**src/rse_pkg.sv**
```systemverilog
// ----------------------------------------------------------------------------
// rse_pkg
// Types, constants and codes shared by the RPN stack evaluator modules.
// ----------------------------------------------------------------------------
package rse_pkg;

    localparam int STACK_DEPTH   = 16;
    localparam int FRACTION_BITS = 16;
    localparam int VAL_BITS      = 48;
    localparam int CNT_W         = $clog2(STACK_DEPTH + 1);
    localparam int ADDR_W        = $clog2(STACK_DEPTH);

    typedef logic signed [VAL_BITS-1:0] t_val;

    localparam t_val VAL_MAX = {1'b0, {(VAL_BITS-1){1'b1}}};
    localparam t_val VAL_MIN = {1'b1, {(VAL_BITS-1){1'b0}}};

    typedef enum logic [2:0] {
        OP_PUSH    = 3'd0,
        OP_ADD     = 3'd1,
        OP_SUB     = 3'd2,
        OP_MUL     = 3'd3,
        OP_DIV     = 3'd4,
        OP_END     = 3'd5,
        OP_ILLEGAL = 3'd6
    } t_opcode;

    typedef enum logic [2:0] {
        ST_OK       = 3'd0,
        ST_LEFTOVER = 3'd1,
        ST_FEW      = 3'd2,
        ST_EMPTY    = 3'd3,
        ST_ILLEGAL  = 3'd4,
        ST_OVERFLOW = 3'd5
    } t_status;

    typedef struct packed {
        logic    start;
        t_opcode op;
    } t_alu_req;

    typedef enum logic [2:0] {
        S_IDLE,
        S_RD_Y,
        S_RD_X,
        S_EXEC,
        S_END_RD,
        S_EMIT
    } t_ctl_state;

    typedef enum logic [2:0] {
        A_IDLE,
        A_ADD,
        A_MUL,
        A_MFIN,
        A_DIV,
        A_DFIN,
        A_DONE
    } t_alu_state;

endpackage

```
**src/rse_stack_ram.sv**
```systemverilog
// ----------------------------------------------------------------------------
// rse_stack_ram
// Generic single-write, single-read synchronous RAM with registered read data.
// ----------------------------------------------------------------------------
module rse_stack_ram #(
    parameter int WIDTH = 48,
    parameter int DEPTH = 16
) (
    input  logic                     i_clk,
    input  logic                     i_we,
    input  logic [$clog2(DEPTH)-1:0] i_waddr,
    input  logic [WIDTH-1:0]         i_wdata,
    input  logic                     i_re,
    input  logic [$clog2(DEPTH)-1:0] i_raddr,
    output logic [WIDTH-1:0]         o_rdata
);

    logic [WIDTH-1:0] r_mem [DEPTH];
    logic [WIDTH-1:0] r_rdata;

    always_ff @(posedge i_clk) begin
        if (i_we) begin
            r_mem[i_waddr] <= i_wdata;
        end
        if (i_re) begin
            r_rdata <= r_mem[i_raddr];
        end
    end

    assign o_rdata = r_rdata;

endmodule

```
**src/rse_alu.sv**
```systemverilog
// ----------------------------------------------------------------------------
// rse_alu
// Saturating Q31.16 add, subtract, multiply (four 24x24 partial products)
// and restoring divide (one quotient bit per cycle).
// ----------------------------------------------------------------------------
module rse_alu (
    input  logic              i_clk,
    input  logic              i_rst_n,
    input  rse_pkg::t_alu_req i_req,
    input  rse_pkg::t_val     i_x,
    input  rse_pkg::t_val     i_y,
    output logic              o_done,
    output rse_pkg::t_val     o_result,
    output logic              o_div_zero
);

    localparam int V      = rse_pkg::VAL_BITS;
    localparam int H      = V / 2;
    localparam int DIV_W  = V + rse_pkg::FRACTION_BITS;
    localparam int DCNT_W = $clog2(DIV_W);

    rse_pkg::t_alu_state r_state, n_state;

    rse_pkg::t_opcode    r_op;
    rse_pkg::t_val       r_x, r_y, r_res;
    logic [V-1:0]        r_ma, r_mb;
    logic                r_neg, r_dz;
    logic [2*V-1:0]      r_acc;
    logic [V-1:0]        r_pp;
    logic [1:0]          r_sh;
    logic [2:0]          r_step;
    logic [V:0]          r_rem;
    logic [DIV_W-1:0]    r_quo, r_dvd;
    logic [DCNT_W-1:0]   r_cnt;

    logic [V-1:0]        ma_in, mb_in;
    logic signed [V:0]   sum;
    logic [H-1:0]        pa, pb;
    logic [V:0]          trial;
    logic                qbit;
    logic [2*V-1:0]      mshift;

    function automatic rse_pkg::t_val sat_mag(input logic [V-1:0] m, input logic neg,
                                              input logic big);
        rse_pkg::t_val res;
        if (neg) begin
            res = (big || m[V-1]) ? rse_pkg::VAL_MIN : -$signed(m);
        end else begin
            res = (big || m[V-1]) ? rse_pkg::VAL_MAX : $signed(m);
        end
        return res;
    endfunction

    assign ma_in = i_x[V-1] ? V'(-i_x) : V'(i_x);
    assign mb_in = i_y[V-1] ? V'(-i_y) : V'(i_y);

    always_comb begin
        if (r_op == rse_pkg::OP_SUB) begin
            sum = {r_x[V-1], r_x} - {r_y[V-1], r_y};
        end else begin
            sum = {r_x[V-1], r_x} + {r_y[V-1], r_y};
        end
        pa     = r_step[0] ? r_ma[V-1:H] : r_ma[H-1:0];
        pb     = r_step[1] ? r_mb[V-1:H] : r_mb[H-1:0];
        trial  = {r_rem[V-1:0], r_dvd[DIV_W-1]};
        qbit   = (trial >= {1'b0, r_mb});
        mshift = r_acc >> rse_pkg::FRACTION_BITS;
    end

    always_comb begin
        n_state = r_state;
        unique case (r_state)
            rse_pkg::A_IDLE: begin
                if (i_req.start) begin
                    unique case (i_req.op)
                        rse_pkg::OP_MUL: n_state = rse_pkg::A_MUL;
                        rse_pkg::OP_DIV: n_state = (i_y == '0) ? rse_pkg::A_DONE
                                                               : rse_pkg::A_DIV;
                        default:         n_state = rse_pkg::A_ADD;
                    endcase
                end
            end
            rse_pkg::A_ADD:  n_state = rse_pkg::A_DONE;
            rse_pkg::A_MUL:  n_state = (r_step == 3'd4) ? rse_pkg::A_MFIN : rse_pkg::A_MUL;
            rse_pkg::A_MFIN: n_state = rse_pkg::A_DONE;
            rse_pkg::A_DIV:  n_state = (r_cnt == '0) ? rse_pkg::A_DFIN : rse_pkg::A_DIV;
            rse_pkg::A_DFIN: n_state = rse_pkg::A_DONE;
            rse_pkg::A_DONE: n_state = rse_pkg::A_IDLE;
            default:         n_state = rse_pkg::A_IDLE;
        endcase
    end

    always_ff @(posedge i_clk) begin
        if (!i_rst_n) begin
            r_state <= rse_pkg::A_IDLE;
        end else begin
            r_state <= n_state;
        end
    end

    always_ff @(posedge i_clk) begin
        unique case (r_state)
            rse_pkg::A_IDLE: begin
                r_op   <= i_req.op;
                r_x    <= i_x;
                r_y    <= i_y;
                r_ma   <= ma_in;
                r_mb   <= mb_in;
                r_neg  <= i_x[V-1] ^ i_y[V-1];
                r_acc  <= '0;
                r_step <= '0;
                r_rem  <= '0;
                r_quo  <= '0;
                r_dvd  <= DIV_W'({ma_in, {rse_pkg::FRACTION_BITS{1'b0}}});
                r_cnt  <= DCNT_W'(DIV_W - 1);
                r_dz   <= (i_req.op == rse_pkg::OP_DIV) && (i_y == '0);
                r_res  <= '0;
            end
            rse_pkg::A_ADD: begin
                if (sum[V] != sum[V-1]) begin
                    r_res <= sum[V] ? rse_pkg::VAL_MIN : rse_pkg::VAL_MAX;
                end else begin
                    r_res <= sum[V-1:0];
                end
            end
            rse_pkg::A_MUL: begin
                // Product of step k is registered in r_pp and added at the next step,
                // shifted by its half-word weight.
                if (r_step != 3'd0) begin
                    r_acc <= r_acc + ((2*V)'(r_pp) << (H * r_sh));
                end
                r_pp   <= V'(pa * pb);
                r_sh   <= 2'(r_step[0]) + 2'(r_step[1]);
                r_step <= r_step + 3'd1;
            end
            rse_pkg::A_MFIN: begin
                r_res <= sat_mag(mshift[V-1:0], r_neg, (mshift >> V) != '0);
            end
            rse_pkg::A_DIV: begin
                r_rem <= qbit ? (trial - {1'b0, r_mb}) : trial;
                r_quo <= {r_quo[DIV_W-2:0], qbit};
                r_dvd <= {r_dvd[DIV_W-2:0], 1'b0};
                r_cnt <= r_cnt - 1'b1;
            end
            rse_pkg::A_DFIN: begin
                r_res <= sat_mag(r_quo[V-1:0], r_neg, (r_quo >> V) != '0);
            end
            default: begin
            end
        endcase
    end

    assign o_done     = (r_state == rse_pkg::A_DONE);
    assign o_result   = r_res;
    assign o_div_zero = r_dz;

endmodule

```
**src/rpn_stack_evaluator.sv**
```systemverilog
// ----------------------------------------------------------------------------
// rpn_stack_evaluator
// Postfix expression evaluator over a stack RAM of signed Q31.16 values.
// ----------------------------------------------------------------------------
// One token is taken per input beat and processed to completion before the
// next is taken. A push that fits, or a token dropped after an error, stays
// idle. An operator reads its two operands from the stack RAM in S_RD_Y and
// S_RD_X, then waits on the arithmetic unit: add and subtract via A_ADD,
// multiply over four 24x24 partial products, divide at one quotient bit per
// cycle over VAL_BITS + FRACTION_BITS bits. An end token reaches the output
// register via S_END_RD and S_EMIT, or S_EMIT alone on an empty stack, but
// not after an error. A result waiting in the output register holds off the
// next token only if that token itself has a result to deliver.
module rpn_stack_evaluator (
    input  logic                           i_clk,
    input  logic                           i_rst_n,
    input  logic                           i_in_valid,
    output logic                           o_in_stall,
    input  logic [2:0]                     i_opcode,
    input  logic signed [rse_pkg::VAL_BITS-1:0] i_operand_value,
    output logic                           o_out_valid,
    input  logic                           i_out_stall,
    output logic signed [rse_pkg::VAL_BITS-1:0] o_result_value,
    output logic [2:0]                     o_status,
    output logic                           o_divide_by_zero_seen
);

    localparam int CW = rse_pkg::CNT_W;
    localparam int AW = rse_pkg::ADDR_W;

    rse_pkg::t_ctl_state r_state, n_state;
    logic [CW-1:0]       r_count, n_count;
    logic                r_abort, n_abort;
    logic                r_dz, n_dz;
    rse_pkg::t_opcode    r_op, n_op;
    rse_pkg::t_val       r_y, n_y;
    rse_pkg::t_val       r_pv, n_pv;
    rse_pkg::t_status    r_ps, n_ps;
    logic                r_pdz, n_pdz;
    logic                r_ov, n_ov;
    rse_pkg::t_val       r_oval, n_oval;
    rse_pkg::t_status    r_ost, n_ost;
    logic                r_odz, n_odz;

    logic                ram_we, ram_re;
    logic [AW-1:0]       ram_waddr, ram_raddr;
    rse_pkg::t_val       ram_wdata, ram_rdata;
    logic [CW-1:0]       cm1, cm2;
    logic                accept, load;

    rse_pkg::t_alu_req   alu_req;
    logic                alu_done, alu_dz;
    rse_pkg::t_val       alu_res;

    rse_stack_ram #(
        .WIDTH (rse_pkg::VAL_BITS),
        .DEPTH (rse_pkg::STACK_DEPTH)
    ) u_ram (
        .i_clk   (i_clk),
        .i_we    (ram_we),
        .i_waddr (ram_waddr),
        .i_wdata (ram_wdata),
        .i_re    (ram_re),
        .i_raddr (ram_raddr),
        .o_rdata (ram_rdata)
    );

    rse_alu u_alu (
        .i_clk      (i_clk),
        .i_rst_n    (i_rst_n),
        .i_req      (alu_req),
        .i_x        (ram_rdata),
        .i_y        (r_y),
        .o_done     (alu_done),
        .o_result   (alu_res),
        .o_div_zero (alu_dz)
    );

    assign cm1    = r_count - 1'b1;
    assign cm2    = r_count - 2'd2;
    assign accept = (r_state == rse_pkg::S_IDLE) && i_in_valid;

    always_comb begin
        n_state = r_state;
        n_count = r_count;
        n_abort = r_abort;
        n_dz    = r_dz;
        n_op    = r_op;
        n_y     = r_y;
        n_pv    = r_pv;
        n_ps    = r_ps;
        n_pdz   = r_pdz;
        ram_we    = 1'b0;
        ram_waddr = cm2[AW-1:0];
        ram_wdata = alu_res;
        ram_re    = 1'b0;
        ram_raddr = cm1[AW-1:0];
        alu_req.start = 1'b0;
        alu_req.op    = r_op;
        load       = 1'b0;
        o_in_stall = (r_state != rse_pkg::S_IDLE);

        unique case (r_state)
            rse_pkg::S_IDLE: begin
                if (i_in_valid) begin
                    n_op  = rse_pkg::t_opcode'(i_opcode);
                    n_pv  = '0;
                    n_pdz = r_dz;
                    if (i_opcode == rse_pkg::OP_END) begin
                        if (r_abort || r_count == '0) begin
                            if (!r_abort) begin
                                n_ps    = rse_pkg::ST_EMPTY;
                                n_state = rse_pkg::S_EMIT;
                            end
                            n_count = '0;
                            n_abort = 1'b0;
                            n_dz    = 1'b0;
                        end else begin
                            ram_re  = 1'b1;
                            n_state = rse_pkg::S_END_RD;
                        end
                    end else if (!r_abort) begin
                        priority if (i_opcode == rse_pkg::OP_PUSH) begin
                            if (r_count == CW'(rse_pkg::STACK_DEPTH)) begin
                                n_ps    = rse_pkg::ST_OVERFLOW;
                                n_abort = 1'b1;
                                n_state = rse_pkg::S_EMIT;
                            end else begin
                                ram_we    = 1'b1;
                                ram_waddr = r_count[AW-1:0];
                                ram_wdata = i_operand_value;
                                n_count   = r_count + 1'b1;
                            end
                        end else if (i_opcode == rse_pkg::OP_ADD ||
                                     i_opcode == rse_pkg::OP_SUB ||
                                     i_opcode == rse_pkg::OP_MUL ||
                                     i_opcode == rse_pkg::OP_DIV) begin
                            if (r_count < CW'(2)) begin
                                n_ps    = rse_pkg::ST_FEW;
                                n_abort = 1'b1;
                                n_state = rse_pkg::S_EMIT;
                            end else begin
                                ram_re  = 1'b1;
                                n_state = rse_pkg::S_RD_Y;
                            end
                        end else begin
                            n_ps    = rse_pkg::ST_ILLEGAL;
                            n_abort = 1'b1;
                            n_state = rse_pkg::S_EMIT;
                        end
                    end
                end
            end
            rse_pkg::S_RD_Y: begin
                n_y       = ram_rdata;
                ram_re    = 1'b1;
                ram_raddr = cm2[AW-1:0];
                n_state   = rse_pkg::S_RD_X;
            end
            rse_pkg::S_RD_X: begin
                alu_req.start = 1'b1;
                n_state       = rse_pkg::S_EXEC;
            end
            rse_pkg::S_EXEC: begin
                if (alu_done) begin
                    ram_we  = 1'b1;
                    n_count = cm1;
                    n_dz    = r_dz | alu_dz;
                    n_state = rse_pkg::S_IDLE;
                end
            end
            rse_pkg::S_END_RD: begin
                n_pv    = ram_rdata;
                n_ps    = (r_count > CW'(1)) ? rse_pkg::ST_LEFTOVER : rse_pkg::ST_OK;
                n_count = '0;
                n_abort = 1'b0;
                n_dz    = 1'b0;
                n_state = rse_pkg::S_EMIT;
            end
            rse_pkg::S_EMIT: begin
                if (!r_ov || !i_out_stall) begin
                    load    = 1'b1;
                    n_state = rse_pkg::S_IDLE;
                end
            end
            default: n_state = rse_pkg::S_IDLE;
        endcase

        n_ov   = (r_ov && i_out_stall) || load;
        n_oval = load ? r_pv  : r_oval;
        n_ost  = load ? r_ps  : r_ost;
        n_odz  = load ? r_pdz : r_odz;
    end

    always_ff @(posedge i_clk) begin
        if (!i_rst_n) begin
            r_state <= rse_pkg::S_IDLE;
            r_count <= '0;
            r_abort <= 1'b0;
            r_dz    <= 1'b0;
            r_ov    <= 1'b0;
        end else begin
            r_state <= n_state;
            r_count <= n_count;
            r_abort <= n_abort;
            r_dz    <= n_dz;
            r_ov    <= n_ov;
        end
    end

    always_ff @(posedge i_clk) begin
        r_op   <= n_op;
        r_y    <= n_y;
        r_pv   <= n_pv;
        r_ps   <= n_ps;
        r_pdz  <= n_pdz;
        r_oval <= n_oval;
        r_ost  <= n_ost;
        r_odz  <= n_odz;
    end

    assign o_out_valid           = r_ov;
    assign o_result_value        = r_oval;
    assign o_status              = r_ost;
    assign o_divide_by_zero_seen = r_odz;

    a_count_range: assert property (@(posedge i_clk) disable iff (!i_rst_n)
        r_count <= CW'(rse_pkg::STACK_DEPTH))
        else $error("stack count above depth");

    a_exec_operands: assert property (@(posedge i_clk) disable iff (!i_rst_n)
        (r_state == rse_pkg::S_EXEC) |-> (r_count >= CW'(2)))
        else $error("operator executing with fewer than two operands");

    a_drop_after_error: assert property (@(posedge i_clk) disable iff (!i_rst_n)
        (accept && r_abort && i_opcode != rse_pkg::OP_END)
            |=> (r_state == rse_pkg::S_IDLE) && $stable(r_count))
        else $error("token after error was not dropped");

endmodule
```
**config.mk**
```make
export PLATFORM = sky130hd
export DESIGN_NAME = rpn_stack_evaluator
export DESIGN_NICKNAME = d
export VERILOG_FILES = /design/src/rse_pkg.sv /design/src/rse_stack_ram.sv /design/src/rse_alu.sv /design/src/rpn_stack_evaluator.sv
export SDC_FILE = /design/constraint.sdc
export NUM_CORES = 2
export LEC_CHECK = 0
export BUFFER_PORTS_ARGS = -buffer_cell sky130_fd_sc_hd__clkbuf_2
export CAP_MARGIN = 0
export CORE_ASPECT_RATIO = 1.4
export CORE_MARGIN = 2
export CORE_UTILIZATION = 44
export DETAILED_ROUTE_END_ITERATION = 8
export GPL_TIMING_DRIVEN = 0
export PLACE_DENSITY_LB_ADDON = 0.15
export SLEW_MARGIN = 20
export SYNTH_ARGS = -nofsm -noshare
export SYNTH_HDL_FRONTEND = slang
export SYNTH_SLANG_ARGS = --single-unit
```
**constraint.sdc**
```tcl
create_clock -name i_clk -period 28.8 [get_ports i_clk]
set_clock_uncertainty 0.15 [all_clocks]
set_input_delay 5.76 -clock i_clk [delete_from_list [all_inputs] [get_ports i_clk]]
set_output_delay 5.76 -clock i_clk [all_outputs]
set_load 0.03 [all_outputs]
```
==> results by group <==
GRT
  • Number of global-route vias before repair: slightly below 70000
  • Pin count of the biggest net entering global routing: 58
  • Initial antenna violation count: 15
  • Global-route wire length before repair: between 400 and 500 mm
  • Grt ovf: 0
  • Total track usage: ~29%

Finish
  • Area of the multi-input gates: 44900 um^2
  • Share of cells above drive strength 1: under 10%
  • # nets final: ~9500
  • Reg area: 46200 um^2
  • Fillers: ~19000
  • Area Growth Syn to Fin: 12.3%

Synthesis
  • Netlist cell types: about 80
  • Syn_area_per_cell: 11.6 um^2
  • Synth Cell Area: approximately 95000 um^2
  • Cell count after synthesis: approximately 8200
  • Main synth FF type: edfxtp_1
  • Post-synth top area share: roughly half
  • Yosys reg bits: between 1500 and 2000
  • Ranking of synthesized cells by area: edfxtp_1, fa_1, ha_1
  • Leading area contributor after synthesis: edfxtp_1
  • Fraction of registers with async set/reset: 0%
  • Number of synthesized flops with an enable pin: 1529
  • Synth Net Count: just over 9000
  • Yosys warnings: 0
  • Sequential cell area fraction in the yosys report: around 49%

Timing
  • Final hold violations: 0
  • Worst setup margin: ~18 ns
  • Final TNS setup: 0 ns
  • Tcrit/Tclk final: 37.6%
  • Max frequency: around 90 MHz
  • RSZ-0062 raised after global routing: false
  • Hold_ws: 0.234 ns
  • Final Max Tran Viols: 0
  • Final setup fails: 0
  • Slew @ Worst Pin: roughly 1.4 ns
  • Fin crit period: about 11 ns
  • Relative slew slack: 8.45%

Place
  • DP Wirelength: 257 mm
  • Gp weighted congestion: slightly below 1
  • Number of I/O port buffers: between 100 and 150
  • Place WS: between 15 and 20 ns

Critical path
  • Worst EP required: 29.18 ns
  • Worst setup path class: flip-flop to flip-flop
  • Crit Path Max Fanout: 10
  • Cell depth of the worst flop-to-flop path: 29
  • Crit-path max cell delay: 0.75 ns
  • Crit end category: flip-flop
  • Worst Path Arrival: 11.22 ns
  • Most Frequent Cell on Critical Path: fa_1
  • Startpoint types: flip-flop
  • Critical path's slowest cell: clkbuf_1

Die
  • Initial Util: approximately 44%
  • Io pins: approximately 110
  • Die Y: roughly 550 um
  • Core Box Area: between 200000 and 250000 um^2
  • Die W: slightly below 400 um
  • Row cnt: 201
  • Die ar.: around 220000 um^2

Min path
  • Hold crit path type: flip-flop to flip-flop
  • Hold Path Cell Cnt: 0

Drt
  • Final WL: roughly 330 mm
  • Wirelength per Cell: 28.3 um
  • Antenna-violating nets left: 0
  • First-pass DRT Iterations: 6
  • Via count: 67597
  • DR DRC count: 0
  • Iter 0 DRT Violations: 5847
  • Vias per cell: roughly 5.9

Clock tree
  • Worst-Skew Late Latency: about 0.85 ns
  • CTS tree: yes
  • Register clock-pin slew on the reported worst setup and hold paths: 0.06 ns
  • Max Buffers Root-to-Sink: 4
  • CTS buffer count: roughly 160
  • Number of setup buffers added after CTS: 0
  • CTS hold repair buffers: 0
  • Post-CTS sizing: 0
  • Root Driver: clkbuf_16
  • TritonCTS Sinks: 1543
  • H-tree depth: 4

Flow run
  • Max-cap viol count: 0

Run status
  • Outcome: finished, final reports clean
[flip-flops by register name, indices dropped and copies added (netlist names), 5 cells and up]
name and flops:
u_alu.r_acc 96, u_ram.r_mem 768, u_alu.r_pp 48, u_alu.r_rem 48, u_ram.o_rdata 48, o_result_value 48, r_count 5, u_alu.o_result 48
r_pv 48, u_alu.r_dvd 48, r_y 48, u_alu.r_cnt 6, u_alu.r_x 47, u_alu.r_quo 64, u_alu.r_y 47, u_alu.r_ma 48
u_alu.r_mb 48
[worst max-delay path: cells and delay by family, from the launching register on]
| kind | cells | cell delay [ns] |
|---|---|---|
| AO/OA/AOI/OAI | 10 | 2.41 |
| XOR/XNOR | 1 | 0.14 |
| adder cells (fa/ha/maj) | 8 | 3.95 |
| buffers and inverters | 8 | 2.68 |
| flip-flops | 1 | 0.35 |
| multiplexers | 1 | 0.71 |
| AND/OR/NAND/NOR | 1 | 0.17 |
[layer usage]
metal / vias up / share of wire (%) / track usage (%)
li1: 30107 / - / -
met1: 34196 / 36 / 33.8
met2: 2547 / 51 / 52.3
met3: 739 / 5.6 / 3.63
met4: 8 / 7.0 / 17.5
met5: - / 0.015 / 0
[placed cells by master, fill, tap and decap left out, types with 166 or more instances in the layout]
cell       netlist  layout
a21o_1         169     168
ha_1           381     381
o21ai_0        279     274
xnor2_1        238     237
fa_1           485     485
nand2_1        755     754
a21oi_1        402     400
clkbuf_16        0     166
nor2_1         929     913
mux4_2         192     192
edfxtp_1      1529    1529
inv_1          695     694
clkbuf_1       382     392
[stage by stage]
stage               cell area (um^2)  util (%)  instances
CTS                           107000      49.7      11542
floorplan                      94900         -       8202
detailed placement            101000      47.2      11254
global route                  107000      49.7      11543
global placement               99000      46.2      11152
finish                        107000      49.7      11546
[kinds of logic (layout without fill, tap and decap cells)]
family          after synthesis  after routing  synth area share (%)
compound gates             1454           1454                  9.74
flops                      1543           1543                  48.7
xor+xnor                    396            396                  3.66
buf+inv                    1116           1614                  4.42
mux                         392            392                  6.73
simple gates               2434           2434                  11.5
fa+ha+maj                   867            867                  15.3
other cells                   0              4                     0
[cells in the mapped netlist, types with 10 or more instances]
cell / number
nor2b_1: 90
nor3_1: 110
nor4_1: 43
fa_1: 485
o31ai_1: 66
o41ai_1: 31
or3_1: 52
xnor2_1: 238
mux2i_1: 148
a21o_1: 169
o21ai_0: 279
o22ai_1: 87
nand2b_1: 54
a211oi_1: 83
nand4_1: 78
a22oi_1: 49
or4_1: 38
and4_1: 15
and3_1: 134
a221oi_1: 10
o211ai_1: 34
nand3_1: 53
o21ai_1: 14
ha_1: 381
a31oi_1: 43
xor2_1: 157
o21a_1: 28
dfxtp_1: 14
inv_1: 695
o21bai_1: 45
nand2_1: 755
or2_2: 25
buf_1: 33
a21oi_1: 402
clkbuf_1: 382
mux2_2: 52
a21boi_0: 17
mux4_2: 192
a221o_1: 10
a21boi_1: 10
nor3b_1: 13
and2_1: 28
nor2_1: 929
edfxtp_1: 1529
[path summary, 6_finish.rpt]
| kind | to | slack, ns | from |
|---|---|---|---|
| setup reg to reg | u_alu.r_pp[46] | 17.96 | u_alu.r_step[0] |
| hold reg to reg | o_result_value[43] | 0.23 | r_pv[43] |
| setup / recovery | u_alu.r_pp[46] | 17.96 | u_alu.r_step[0] |
| hold / removal | o_result_value[43] | 0.23 | r_pv[43] |
[final cells by class]
cell class / instances / share of cell area (%)
timing repair buffer: 210 / 2.20
inverter: 698 / 2.46
antenna: 4 / 0.00939
clock inverter: 103 / 1.07
multi-input combinational: 5543 / 42.1
buffer: 418 / 1.50
sequential: 1543 / 43.3
tap: 2842 / 3.34
clock buffer: 185 / 3.97
Power is left out: the tool's default activity adds up to more than one toggle a clock period on the data nets, which glitch-free logic cannot reach.
